--- src/efr_pkg.sv ---
// ----------------------------------------------------------------------------
// Escaped frame receiver package
// Shared constants, types and per-byte frame functions of the receiver.
// ----------------------------------------------------------------------------
package efr_pkg;

  // Line codes
  localparam logic [7:0] FLAG_BYTE = 8'h7E;
  localparam logic [7:0] ESC_BYTE  = 8'h7D;
  localparam logic [7:0] ESC_XOR   = 8'h20;

  // Check polynomial
  localparam logic [15:0] CRC_POLY = 16'h1021;

  // Frame byte counter limits
  localparam int unsigned IDX_W      = 17;
  localparam logic [IDX_W-1:0] IDX_MAX   = 17'h1FFFF;
  localparam logic [IDX_W-1:0] HDR_BYTES = 17'd4;
  localparam logic [IDX_W-1:0] MIN_BYTES = 17'd6;

  // Result queue geometry
  localparam int unsigned FIFO_DEPTH = 4;
  localparam int unsigned FIFO_AW    = 2;
  localparam int unsigned TDATA_W    = 48;

  // Result kinds
  localparam logic KIND_PAYLOAD = 1'b0;
  localparam logic KIND_VERDICT = 1'b1;

  typedef enum logic [1:0] {
    ST_OK        = 2'd0,
    ST_SHORT     = 2'd1,
    ST_LEN_ERR   = 2'd2,
    ST_CHECK_ERR = 2'd3
  } status_t;

  // Per-frame working state
  typedef struct packed {
    logic             esc;
    logic [IDX_W-1:0] idx;
    logic [15:0]      typ;
    logic [15:0]      len;
    logic [15:0]      crc;
    logic [31:0]      sum;
    logic [15:0]      stored;
    logic [7:0]       hold;
  } frame_t;

  // One result item
  typedef struct packed {
    logic        kind;
    logic [7:0]  data_byte;
    logic [15:0] msg_type;
    logic [15:0] frame_len;
    status_t     status;
  } result_t;

  // Push requests from the decoder to the result queue
  typedef struct packed {
    logic push0;
    logic push1;
  } push_t;

  typedef struct packed {
    frame_t f;
    logic   emit;
  } take_t;

  // CRC-16 update over one byte, MSB first; data bits enter at the bottom.
  function automatic logic [15:0] crc_byte(input logic [15:0] crc_in,
                                           input logic [7:0] b);
    logic [15:0] c;
    logic        carry;
    c = crc_in;
    for (int i = 7; i >= 0; i--) begin
      carry = c[15];
      c = {c[14:0], 1'b0};
      if (carry) c = c ^ CRC_POLY;
      if (b[i]) c = c ^ CRC_POLY;
    end
    return c;
  endfunction

  // Handle one decoded frame byte: header capture, payload, stored check.
  function automatic take_t take_byte(input frame_t f_in, input logic [7:0] b);
    take_t            t;
    logic [IDX_W-1:0] pos;
    logic [IDX_W-1:0] len_end;
    logic             acc;
    t.f     = f_in;
    t.emit  = 1'b0;
    acc     = 1'b0;
    pos     = f_in.idx;
    len_end = HDR_BYTES + {1'b0, f_in.len};
    if (pos < HDR_BYTES) begin
      case (pos[1:0])
        2'd0:    t.f.typ[15:8] = b;
        2'd1:    t.f.typ[7:0]  = b;
        2'd2:    t.f.len[15:8] = b;
        default: t.f.len[7:0]  = b;
      endcase
      acc = 1'b1;
    end else if (pos < len_end) begin
      t.emit = 1'b1;
      acc    = 1'b1;
    end else if (pos == len_end) begin
      t.f.hold = b;
    end else if (pos == len_end + 17'd1) begin
      t.f.stored = {f_in.hold, b};
    end
    // Running checks over header and payload; even positions are high halves.
    if (acc) begin
      t.f.crc = crc_byte(f_in.crc, b);
      t.f.sum = f_in.sum + (pos[0] ? {24'd0, b} : {16'd0, b, 8'd0});
    end
    if (f_in.idx != IDX_MAX) t.f.idx = f_in.idx + 17'd1;
    return t;
  endfunction

  // Verdict for a closed frame.
  function automatic status_t verdict_status(input frame_t f, input logic counting);
    logic [IDX_W-1:0] need;
    logic [16:0]      s1;
    logic [16:0]      s2;
    logic [15:0]      chk;
    status_t          st;
    need = MIN_BYTES + {1'b0, f.len};
    s1   = {1'b0, f.sum[31:16]} + {1'b0, f.sum[15:0]};
    s2   = s1 + {16'd0, s1[16]};
    chk  = ~s2[15:0];
    if (f.idx < MIN_BYTES) begin
      st = ST_SHORT;
    end else if (counting ? (f.idx != need) : (f.idx < need)) begin
      st = ST_LEN_ERR;
    end else if (f.stored == f.crc || f.stored == chk) begin
      st = ST_OK;
    end else begin
      st = ST_CHECK_ERR;
    end
    return st;
  endfunction

endpackage

--- src/escaped_frame_receiver_crc16.sv ---
// ----------------------------------------------------------------------------
// Escaped frame receiver with CRC-16
// Recovers flag-delimited frames from a received byte stream and reports
// payload bytes and a verdict per frame.
// ----------------------------------------------------------------------------
// Usage:
// Line bytes enter on the s_ channel, one per request, in s_tdata[7:0].
// Results leave on the m_ channel: m_tuser[0] is 0 for a payload byte and
// 1 for a frame verdict; m_tdata carries the byte, the type, the length
// and the status. A verdict is always the last request a byte causes.
// cfg_wr_en/cfg_wr_data write the transcode-off mode bit; write it only
// while the block is idle.
// Throughput is one byte per cycle while the result queue has room. A byte
// is held in an input register until the queue has room, decoded there in
// a single pass, and its results are written to a four-entry result queue
// that offers them on m_ in order. A byte that gives two results offers
// them on m_ one after the other.
// When the receiver stalls, the queue fills and then s_tready drops; no
// request is lost. Reset clears the mode, the frame state and the queue;
// the block then hunts for an opening flag.
// ----------------------------------------------------------------------------
module escaped_frame_receiver_crc16 (
  input  logic                        clk,
  input  logic                        rst,
  input  logic                        cfg_wr_en,
  input  logic                        cfg_wr_data,
  input  logic                        s_tvalid,
  output logic                        s_tready,
  input  logic [7:0]                  s_tdata,   // [7:0] rx_byte
  output logic                        m_tvalid,
  input  logic                        m_tready,
  output logic [efr_pkg::TDATA_W-1:0] m_tdata,   // [7:0] data_byte, [23:8] msg_type,
                                                 // [39:24] frame_len, [41:40] status
  output logic [0:0]                  m_tuser    // [0] kind
);

  logic                      in_valid;
  logic [7:0]                in_byte;
  logic                      go;
  logic                      room;
  logic [efr_pkg::FIFO_AW:0] level;
  efr_pkg::push_t            push;
  efr_pkg::result_t          res0;
  efr_pkg::result_t          res1;
  efr_pkg::result_t          head;

  assign go       = in_valid && room;
  assign s_tready = !in_valid || go;

  // Input register
  always_ff @(posedge clk) begin
    if (rst) begin
      in_valid <= 1'b0;
    end else if (s_tvalid && s_tready) begin
      in_valid <= 1'b1;
    end else if (go) begin
      in_valid <= 1'b0;
    end
  end

  always_ff @(posedge clk) begin
    if (s_tvalid && s_tready) in_byte <= s_tdata;
  end

  efr_core u_core (
    .clk         (clk),
    .rst         (rst),
    .cfg_wr_en   (cfg_wr_en),
    .cfg_wr_data (cfg_wr_data),
    .go          (go),
    .in_byte     (in_byte),
    .push        (push),
    .res0        (res0),
    .res1        (res1)
  );

  efr_out_fifo u_fifo (
    .clk       (clk),
    .rst       (rst),
    .push      (push),
    .res0      (res0),
    .res1      (res1),
    .pop_ready (m_tready),
    .out_valid (m_tvalid),
    .head      (head),
    .room      (room),
    .level     (level)
  );

  // Output packing
  assign m_tuser = head.kind;
  assign m_tdata = {6'd0, head.status, head.frame_len, head.msg_type, head.data_byte};

  // Checks
  assert property (@(posedge clk) rst |=> !m_tvalid)
    else $error("result offered right after reset");

  assert property (@(posedge clk) disable iff (rst)
    level <= (efr_pkg::FIFO_AW + 1)'(efr_pkg::FIFO_DEPTH))
    else $error("result queue overflow");

  assert property (@(posedge clk) disable iff (rst) push.push1 |-> push.push0)
    else $error("second result without a first");

  assert property (@(posedge clk) disable iff (rst)
    (push.push0 || push.push1) |-> go)
    else $error("result request without a decoded byte");

endmodule

--- src/efr_core.sv ---
// ----------------------------------------------------------------------------
// Escaped frame receiver decoder
// Flag hunting, escape decoding, header capture, checks and verdicts for one
// registered byte per cycle while go is high; gives up to two result requests per byte.
// ----------------------------------------------------------------------------
module efr_core (
  input  logic             clk,
  input  logic             rst,
  input  logic             cfg_wr_en,
  input  logic             cfg_wr_data,
  input  logic             go,
  input  logic [7:0]       in_byte,
  output efr_pkg::push_t   push,
  output efr_pkg::result_t res0,
  output efr_pkg::result_t res1
);

  logic            transcode_off;
  logic            framing;
  logic            framing_next;
  efr_pkg::frame_t frame;
  efr_pkg::frame_t frame_next;

  // Mode register and frame state
  always_ff @(posedge clk) begin
    if (rst) begin
      transcode_off <= 1'b0;
      framing       <= 1'b0;
      frame         <= '0;
    end else begin
      if (cfg_wr_en) transcode_off <= cfg_wr_data;
      if (go) begin
        framing <= framing_next;
        frame   <= frame_next;
      end
    end
  end

  // Decode of the current byte
  always_comb begin
    efr_pkg::frame_t  fe;
    efr_pkg::take_t   tk_flag;
    efr_pkg::take_t   tk_data;
    efr_pkg::result_t pay;
    efr_pkg::result_t ver;
    logic [7:0]       data_in;
    logic             is_flag;

    is_flag = (in_byte == efr_pkg::FLAG_BYTE);
    fe      = frame;
    fe.esc  = 1'b0;
    data_in = (frame.esc && !transcode_off) ? (in_byte ^ efr_pkg::ESC_XOR) : in_byte;
    tk_flag = efr_pkg::take_byte(fe, efr_pkg::ESC_BYTE);
    tk_data = efr_pkg::take_byte(fe, data_in);

    pay           = '0;
    pay.kind      = efr_pkg::KIND_PAYLOAD;
    ver           = '0;
    ver.kind      = efr_pkg::KIND_VERDICT;

    framing_next  = framing;
    frame_next    = frame;
    push          = '0;
    res0          = '0;
    res1          = '0;

    if (!framing) begin
      // Hunting for an opening flag
      if (is_flag) begin
        framing_next = 1'b1;
        frame_next   = '0;
      end
    end else if (transcode_off) begin
      // Length counting mode
      frame_next = fe;
      if (!is_flag) begin
        frame_next  = tk_data.f;
        pay.data_byte = data_in;
        push.push0  = tk_data.emit;
        res0        = pay;
      end else if (frame.idx != '0) begin
        if (frame.idx >= efr_pkg::MIN_BYTES + {1'b0, frame.len}) begin
          ver.msg_type  = frame.typ;
          ver.frame_len = frame.len;
          ver.status    = efr_pkg::verdict_status(fe, 1'b1);
          push.push0    = 1'b1;
          res0          = ver;
          framing_next  = 1'b0;
        end
        frame_next = '0;
      end
    end else if (is_flag) begin
      // Closing flag in escape mode, with a possible trailing escape byte
      if (frame.idx != '0 || frame.esc) begin
        if (frame.esc) begin
          ver.msg_type  = tk_flag.f.typ;
          ver.frame_len = tk_flag.f.len;
          ver.status    = efr_pkg::verdict_status(tk_flag.f, 1'b0);
        end else begin
          ver.msg_type  = frame.typ;
          ver.frame_len = frame.len;
          ver.status    = efr_pkg::verdict_status(fe, 1'b0);
        end
        pay.data_byte = efr_pkg::ESC_BYTE;
        if (frame.esc && tk_flag.emit) begin
          push.push0 = 1'b1;
          push.push1 = 1'b1;
          res0       = pay;
          res1       = ver;
        end else begin
          push.push0 = 1'b1;
          res0       = ver;
        end
        framing_next = 1'b0;
        frame_next   = '0;
      end
    end else if (!frame.esc && in_byte == efr_pkg::ESC_BYTE) begin
      // Escape marker
      frame_next.esc = 1'b1;
    end else begin
      // Plain or unescaped data byte
      frame_next    = tk_data.f;
      pay.data_byte = data_in;
      push.push0    = tk_data.emit;
      res0          = pay;
    end

    // Requests go out only for a byte that is taken in this cycle.
    if (!go) push = '0;
  end

endmodule

--- src/efr_out_fifo.sv ---
// ----------------------------------------------------------------------------
// Escaped frame receiver result queue
// Small register queue that takes up to two result requests per cycle and
// presents one per cycle to the output channel while it is ready.
// ----------------------------------------------------------------------------
module efr_out_fifo (
  input  logic                       clk,
  input  logic                       rst,
  input  efr_pkg::push_t             push,
  input  efr_pkg::result_t           res0,
  input  efr_pkg::result_t           res1,
  input  logic                       pop_ready,
  output logic                       out_valid,
  output efr_pkg::result_t           head,
  output logic                       room,
  output logic [efr_pkg::FIFO_AW:0]  level
);

  efr_pkg::result_t              mem [efr_pkg::FIFO_DEPTH];
  logic [efr_pkg::FIFO_AW-1:0]   wr_ptr;
  logic [efr_pkg::FIFO_AW-1:0]   rd_ptr;
  logic [efr_pkg::FIFO_AW:0]     count;
  logic [efr_pkg::FIFO_AW:0]     count_next;
  logic                          pop;
  logic [efr_pkg::FIFO_AW-1:0]   wr_ptr1;

  assign out_valid = (count != '0);
  assign pop       = out_valid && pop_ready;
  assign head      = mem[rd_ptr];
  assign level     = count;
  assign wr_ptr1   = wr_ptr + 1'b1;

  // Room for two requests, whatever is taken this cycle
  assign room = (count <= (efr_pkg::FIFO_AW + 1)'(efr_pkg::FIFO_DEPTH - 2));

  assign count_next = count + {{efr_pkg::FIFO_AW{1'b0}}, push.push0}
                    + {{efr_pkg::FIFO_AW{1'b0}}, push.push1}
                    - {{efr_pkg::FIFO_AW{1'b0}}, pop};

  // Storage
  always_ff @(posedge clk) begin
    if (push.push0) mem[wr_ptr] <= res0;
    if (push.push1) mem[wr_ptr1] <= res1;
  end

  // Pointers and fill level
  always_ff @(posedge clk) begin
    if (rst) begin
      wr_ptr <= '0;
      rd_ptr <= '0;
      count  <= '0;
    end else begin
      wr_ptr <= wr_ptr + {{(efr_pkg::FIFO_AW-1){1'b0}}, push.push0}
                       + {{(efr_pkg::FIFO_AW-1){1'b0}}, push.push1};
      if (pop) rd_ptr <= rd_ptr + 1'b1;
      count <= count_next;
    end
  end

endmodule

--- config.mk ---
export PLATFORM = sky130hd
export DESIGN_NAME = escaped_frame_receiver_crc16
export DESIGN_NICKNAME = d
export VERILOG_FILES = /design/src/efr_pkg.sv /design/src/escaped_frame_receiver_crc16.sv /design/src/efr_core.sv /design/src/efr_out_fifo.sv
export SDC_FILE = /design/constraint.sdc
export NUM_CORES = 1
export LEC_CHECK = 0
export BUFFER_PORTS_ARGS = -buffer_cell sky130_fd_sc_hd__buf_2
export CORE_ASPECT_RATIO = 1.25
export CORE_MARGIN = 3
export CORE_UTILIZATION = 50
export CTS_CLUSTER_DIAMETER = 30
export DETAILED_ROUTE_END_ITERATION = 10
export GPL_ROUTABILITY_DRIVEN = 0
export PLACE_DENSITY = 0.66
export SYNTH_ARGS = -nofsm -noshare
export SYNTH_HDL_FRONTEND = slang
export SYNTH_SLANG_ARGS = --single-unit
--- constraint.sdc ---
create_clock -name clk -period 10.75 [get_ports clk]
set_clock_uncertainty 0.1 [all_clocks]
set_input_delay 0.5375 -clock clk [delete_from_list [all_inputs] [get_ports clk]]
set_output_delay 0.5375 -clock clk [all_outputs]
set_load 0.01 [all_outputs]
==> out/results.tsv, run 1 <==
stage	metric	value	unit
logic_synthesis	synth_cells	2474	
setup_path	start_kind	register	
setup_path	worstSetupEndpointType	register	
setup_path	slowest_delay	0.60	ns
floorplanning	fp.coreArea	43200	sq um
finish	finalNetCount	2625	
sta	rsz0062_at_grt	false	
routing	drt-pass1-iter-count	6	
logic_synthesis	ys_ff_latch	314	
routing	vias	19400	
sta	relSlewSlack	0.151	
setup_path	required	10.94	ns
setup_path	crit_fanout	49	
logic_synthesis	yosysSeqAreaShare	0.355	
grt	gr-total-overflow	0	
cts	cts_buffer_depth	3	
routing	antenna_left	0	
logic_synthesis	syn_avg_cell_area	8.85	sq um
cts	cts_max_level	3	
floorplanning	rows	85	
placed_design	portBuffers	58	
cts	cts_root_buf	clkbuf_16	
sta	hold_viol	0	
logic_synthesis	synthArstFlopShare	0	
finish	final_cell_mix	nor2_1 (348), nand2_1 (211), a21oi_1 (163)	
setup_path	worstPathArrival	10.14	ns
cts	clock_latency	0.58	ns
sta	tightest_slew	1.26	ns
finish	area_delta_synth_final	13.9	%
grt	grt_pass1_vias	19200	
floorplanning	die_h	240	um
setup_path	cp_slowest_cell	dfxtp_1	
power_and_ir_drop	ir_worst_vdd	128	uV
finish	layout_commonest_cell	nor2_1	
grt	grt_usage	0.293	
sta	fmax	100	MHz
sta	slew_viol_final	0	
sta	finalCritPeriodShare	0.926	
logic_synthesis	ys.flop_type	dfxtp_1	
logic_synthesis	synth.distinct_cells	87	
placed_design	place_hpwl	48200	um
floorplanning	dieArea	46400	sq um
setup_path	worstSetupPathType	reg2reg	
grt	antenna_found_initial	0	
routing	wirelength	68100	um
floorplanning	die_w	193	um
cts	cts.clk_slew.worst_paths	0.05	ns
floorplanning	start_util	0.507	
finish	num_antenna_cells	0	
routing	drc	0	
grt	grt_max_degree	50	
logic_synthesis	syn_area	21900	sq um
logic_synthesis	synth-edff-count	148	
power_and_ir_drop	power_per_cell_area	152	nW/um^2
run	maxCapViolCount	0	
logic_synthesis	ys_warn_count	0	
routing	dr.first_iter.drc_count	1524	
floorplanning	ios	65	
sta	whs	0.0357	ns
routing	avgRoutedWirePerCell	22.0	um
sta	setup_viol	0	
routing	via_per_inst	6.25	
sta	finalSetupTns	0	ns
cts	numCtsBuffers	66	
finish	drive_gt1_frac	0.123	
sta	period_minus_slack	9.95	ns
cts	cts_sinks	314	
grt	grt_pass1_wl	106000	um
power_and_ir_drop	leakage	9.18	nW
status	status	finished, final reports clean	
cts	cts_tree	yes	
hold_path	hold_class	in2reg	
critical path: cells and delay by family, from the launching register on:
| kind | cells | cell delay [ns] |
|---|---|---|
| AND/OR/NAND/NOR | 15 | 3.49 |
| XOR/XNOR | 1 | 0.35 |
| AO/OA/AOI/OAI | 14 | 3.08 |
| multiplexers | 1 | 0.14 |
| adder cells (fa/ha/maj) | 5 | 1.24 |
| buffers and inverters | 3 | 0.63 |
| flip-flops | 1 | 0.60 |
registers in the layout, indices dropped and copies added, names as in the netlist, named ones only:
signal,cells
u_core.transcode_off,1
u_fifo.wr_ptr,2
u_core.framing,1
u_fifo.level,3
u_core.frame,122
u_fifo.mem,172
in_byte,8
u_fifo.rd_ptr,2
in_valid,1
layout make-up:
class / instances / area [sq um]
flip-flops and latches: 314 / 7780
inverters: 57 / 214
clock inverters: 46 / 568
well taps: 565 / 707
multi-input cells: 1944 / 13300
repair buffers: 96 / 578
clock buffers: 76 / 1790
fillers: 3816 / 18200
cells by family (layout without fill, tap and decap cells):
family          Yosys count  in the layout  share of synthesized area
simple gates            907            907                      0.194
compound gates          555            555                      0.164
flops                   314            314                      0.355
xor+xnor                260            260                      0.105
buf+inv                 221            275                     0.0399
fa+ha+maj               132            132                     0.0775
mux                      84             84                     0.0639
other cells               1              6                   0.000171
cells in the mapped netlist (9+ instances only):
master,number,area (sq um)
and3_1,18,113
nor2_1,349,1310
o22ai_1,45,282
or2_2,14,87.6
inv_1,57,214
dfxtp_1,166,3320
mux2i_1,34,340
a2111oi_0,9,78.8
o21ai_0,84,420
nand2_1,211,792
o211ai_1,12,90.1
a32oi_1,23,201
and2_1,20,125
nand3_1,59,295
o21a_1,12,90.1
nor3_1,54,270
nand4_1,32,200
buf_1,14,52.6
a211oi_1,17,128
mux4_2,43,968
xor2_1,107,937
o21bai_1,21,158
a21o_1,27,203
nand2b_1,20,125
a21oi_1,164,821
ha_1,126,1580
or3_1,19,119
clkbuf_1,134,503
nor4_1,24,150
xnor2_1,151,1320
a31oi_1,16,100
edfxtp_1,148,4440
a22oi_1,50,375
nor2b_1,43,269
what timing repair did:
action | 4_1_cts | 5_1_grt
hold buffers | 0 | 0
setup buffers | 0 | 0
endpoints found under the setup margin | 0 | 8
resized for setup | 0 | 10
where the power goes:
group | switching (mW) | total [mW] | internal (mW)
sequential | 0.0107 | 1.27 | 1.26
clock | 0.732 | 2.12 | 1.39
combinational | 0.207 | 0.391 | 0.184
stage by stage:
step	setup slack (ns)	cell area, sq um	util	instances	total power, mW
floorplan	1.35	21900	-	2479	1.56
global route	0.0465	24900	0.578	3098	3.91
finish	0.798	24900	0.578	3098	3.78
CTS	0.654	24900	0.577	3098	3.81
global placement	1.14	22600	0.523	2976	1.69
detailed placement	0.675	22600	0.523	2976	1.69
path summary, 6_finish.rpt:
check	startpoint	to	cells after the start	slack, ns
worst max register to register	u_core.frame[79]$_SDFFE_PP0P_	u_fifo.mem[0][0]$_DFFE_PP_	39	0.80
worst min register to register	u_fifo.mem[1][39]$_SDFFE_PP0P_	u_fifo.mem[1][39]$_SDFFE_PP0P_	2	0.35
worst max-delay path	u_core.frame[79]$_SDFFE_PP0P_	u_fifo.mem[0][0]$_DFFE_PP_	39	0.80
worst min-delay path	s_tdata[6]	in_byte[6]$_DFFE_PP_	1	0.04
routing by layer:
layer	track usage	vias up	wire [um]
li1	-	8998	-
met1	0.336	9259	25400
met2	0.504	837	33200
met3	0.0456	261	4420
met4	0.193	0	5090
met5	0	-	0
Note: power is estimated with default switching activity, not from simulation.
==> run 2, diff against run 1 <==
- CTS_BUF_LIST: unset -> sky130_fd_sc_hd__clkbuf_16
==> run 2 against run 1 <==
Effect of this change:
- power fell by 1.7%
- via count rose by 0.33%
- final cell count did not move
==> out/results.tsv, run 2 (synthesis results as in run 1) <==
stage	metric	value	unit
status	status	finished, final reports clean	
cts	clock_latency	0.58	ns
cts	cts_max_level	3	
routing	avgRoutedWirePerCell	22.0	um
floorplanning	die_w	193	um
routing	wirelength	68300	um
floorplanning	die_h	240	um
power_and_ir_drop	leakage	9.14	nW
cts	post_cts_resized	0	
sta	finalCritPeriodShare	0.924	
finish	regMostFlops	u_fifo.mem	
run	maxCapViolCount	0	
power_and_ir_drop	p_int	2.78	mW
floorplanning	ios	65	
power_and_ir_drop	power.clock.fraction	0.553	
cts	cts_root_buf	clkbuf_16	
sta	rsz0062_at_grt	false	
power_and_ir_drop	seqPwrFrac	0.341	
power_and_ir_drop	power_per_cell_area	150	nW/um^2
cts	numCtsBuffers	66	
placed_design	place_hpwl	48200	um
power_and_ir_drop	switchingPower	946	uW
finish	finalNetCount	2625	
finish	area_delta_synth_final	13.5	%
floorplanning	fp.coreArea	43200	sq um
finish	drive_gt1_frac	0.120	
cts	cts_tree	yes	
setup_path	cp_slowest_cell	dfxtp_1	
finish	final_cells	3098	
placed_design	dpl.cell_count	2976	
routing	drt-pass1-iter-count	6	
sta	worst_slack	0.818	ns
setup_path	worstSetupPathType	reg2reg	
placed_design	dpl_cell_area	22600	sq um
setup_path	start_kind	register	
setup_path	worstSetupEndpointType	register	
cts	cts_buffer_depth	3	
grt	grt_pass1_vias	19200	
cts	cts.clk_slew.worst_paths	0.05	ns
routing	via_per_inst	6.27	
routing	dr.first_iter.drc_count	1614	
power_and_ir_drop	combPwrFrac	0.105	
sta	tightest_slew	1.23	ns
setup_path	crit_fanout	49	
routing	antenna_left	0	
grt	grt_max_degree	50	
placed_design	portBuffers	58	
grt	gr-total-overflow	0	
cts	hold_buffers	0	
sta	whs	0.0364	ns
finish	final_cell_mix	nor2_1 (348), nand2_1 (211), a21oi_1 (163)	
cts	cts_sinks	314	
power_and_ir_drop	sw_frac_of_total	0.254	
grt	grt_usage	0.293	
sta	relSlewSlack	0.175	
finish	layout_commonest_cell	nor2_1	
grt	grt_pass1_wl	106000	um
finish	largest_reg_flops	172	
sta	fmax	101	MHz
finish	final_cell_area	24900	sq um
floorplanning	rows	85	
setup_path	slowest_delay	0.60	ns
setup_path	required	10.93	ns
floorplanning	dieArea	46400	sq um
cts	cts_setup_buffers	0	
floorplanning	start_util	0.507	
setup_path	worstPathArrival	10.12	ns
finish	num_antenna_cells	0	
sta	hold_viol	0	
grt	antenna_found_initial	0	
hold_path	hold_class	in2reg	
sta	setup_viol	0	
finish	largest_registers	u_fifo.mem x172, u_core.frame x122, in_byte x8	
routing	drc	0	
placed_design	pre_cts_ws	0.675	ns
routing	vias	19400	
sta	finalSetupTns	0	ns
sta	slew_viol_final	0	
power_and_ir_drop	ir_worst_vdd	128	uV
sta	period_minus_slack	9.93	ns
run 2: area by class of cell:
| type | instances | area (sq um) |
|---|---|---|
| multi-input cells | 1944 | 13300 |
| flip-flops and latches | 314 | 7780 |
| repair buffers | 96 | 578 |
| clock buffers | 67 | 1680 |
| inverters | 57 | 214 |
| well taps | 565 | 707 |
| fillers | 3827 | 18300 |
| clock inverters | 55 | 602 |
run 2: stage by stage:
stage	total power [mW]	utilization
floorplan	1.56	-
CTS	3.75	0.575
global placement	1.69	0.523
finish	3.72	0.576
detailed placement	1.69	0.523
global route	3.85	0.576
run 2: path summary, 6_finish.rpt:
check | from | end | slack (ns) | depth (start not counted)
worst max register to register | u_core.frame[79]$_SDFFE_PP0P_ | u_fifo.mem[0][0]$_DFFE_PP_ | 0.82 | 39
worst max-delay path | u_core.frame[79]$_SDFFE_PP0P_ | u_fifo.mem[0][0]$_DFFE_PP_ | 0.82 | 39
worst min register to register | u_fifo.mem[1][39]$_SDFFE_PP0P_ | u_fifo.mem[1][39]$_SDFFE_PP0P_ | 0.35 | 2
worst min-delay path | s_tdata[6] | in_byte[6]$_DFFE_PP_ | 0.04 | 1
run 2: per-layer routing:
layer  up-vias  track usage  part of all wire
met5         -            0                 0
met4         0        0.194             0.073
met1      9261        0.336              0.37
met2       898        0.504              0.49
li1       8993            -                 -
met3       266       0.0448             0.066
run 2: worst max-delay path, delay by kind of cell, from the launching register on:
kind | cells | cell delay [ns]
and+or+nand+nor | 15 | 3.52
AOI/OAI and AO/OA | 14 | 3.06
adders and majority gates | 5 | 1.24
buffers and inverters | 3 | 0.65
DFF | 1 | 0.60
xor gates and xnor gates | 1 | 0.35
muxes | 1 | 0.14
run 2: power groups by stage:
stage	sequential, mW	combinational (mW)	clock, mW
finish	1.27	0.392	2.06
global route	1.27	0.428	2.15
CTS	1.27	0.399	2.08
detailed placement	1.29	0.397	0
global placement	1.29	0.396	0
floorplan	1.29	0.272	0
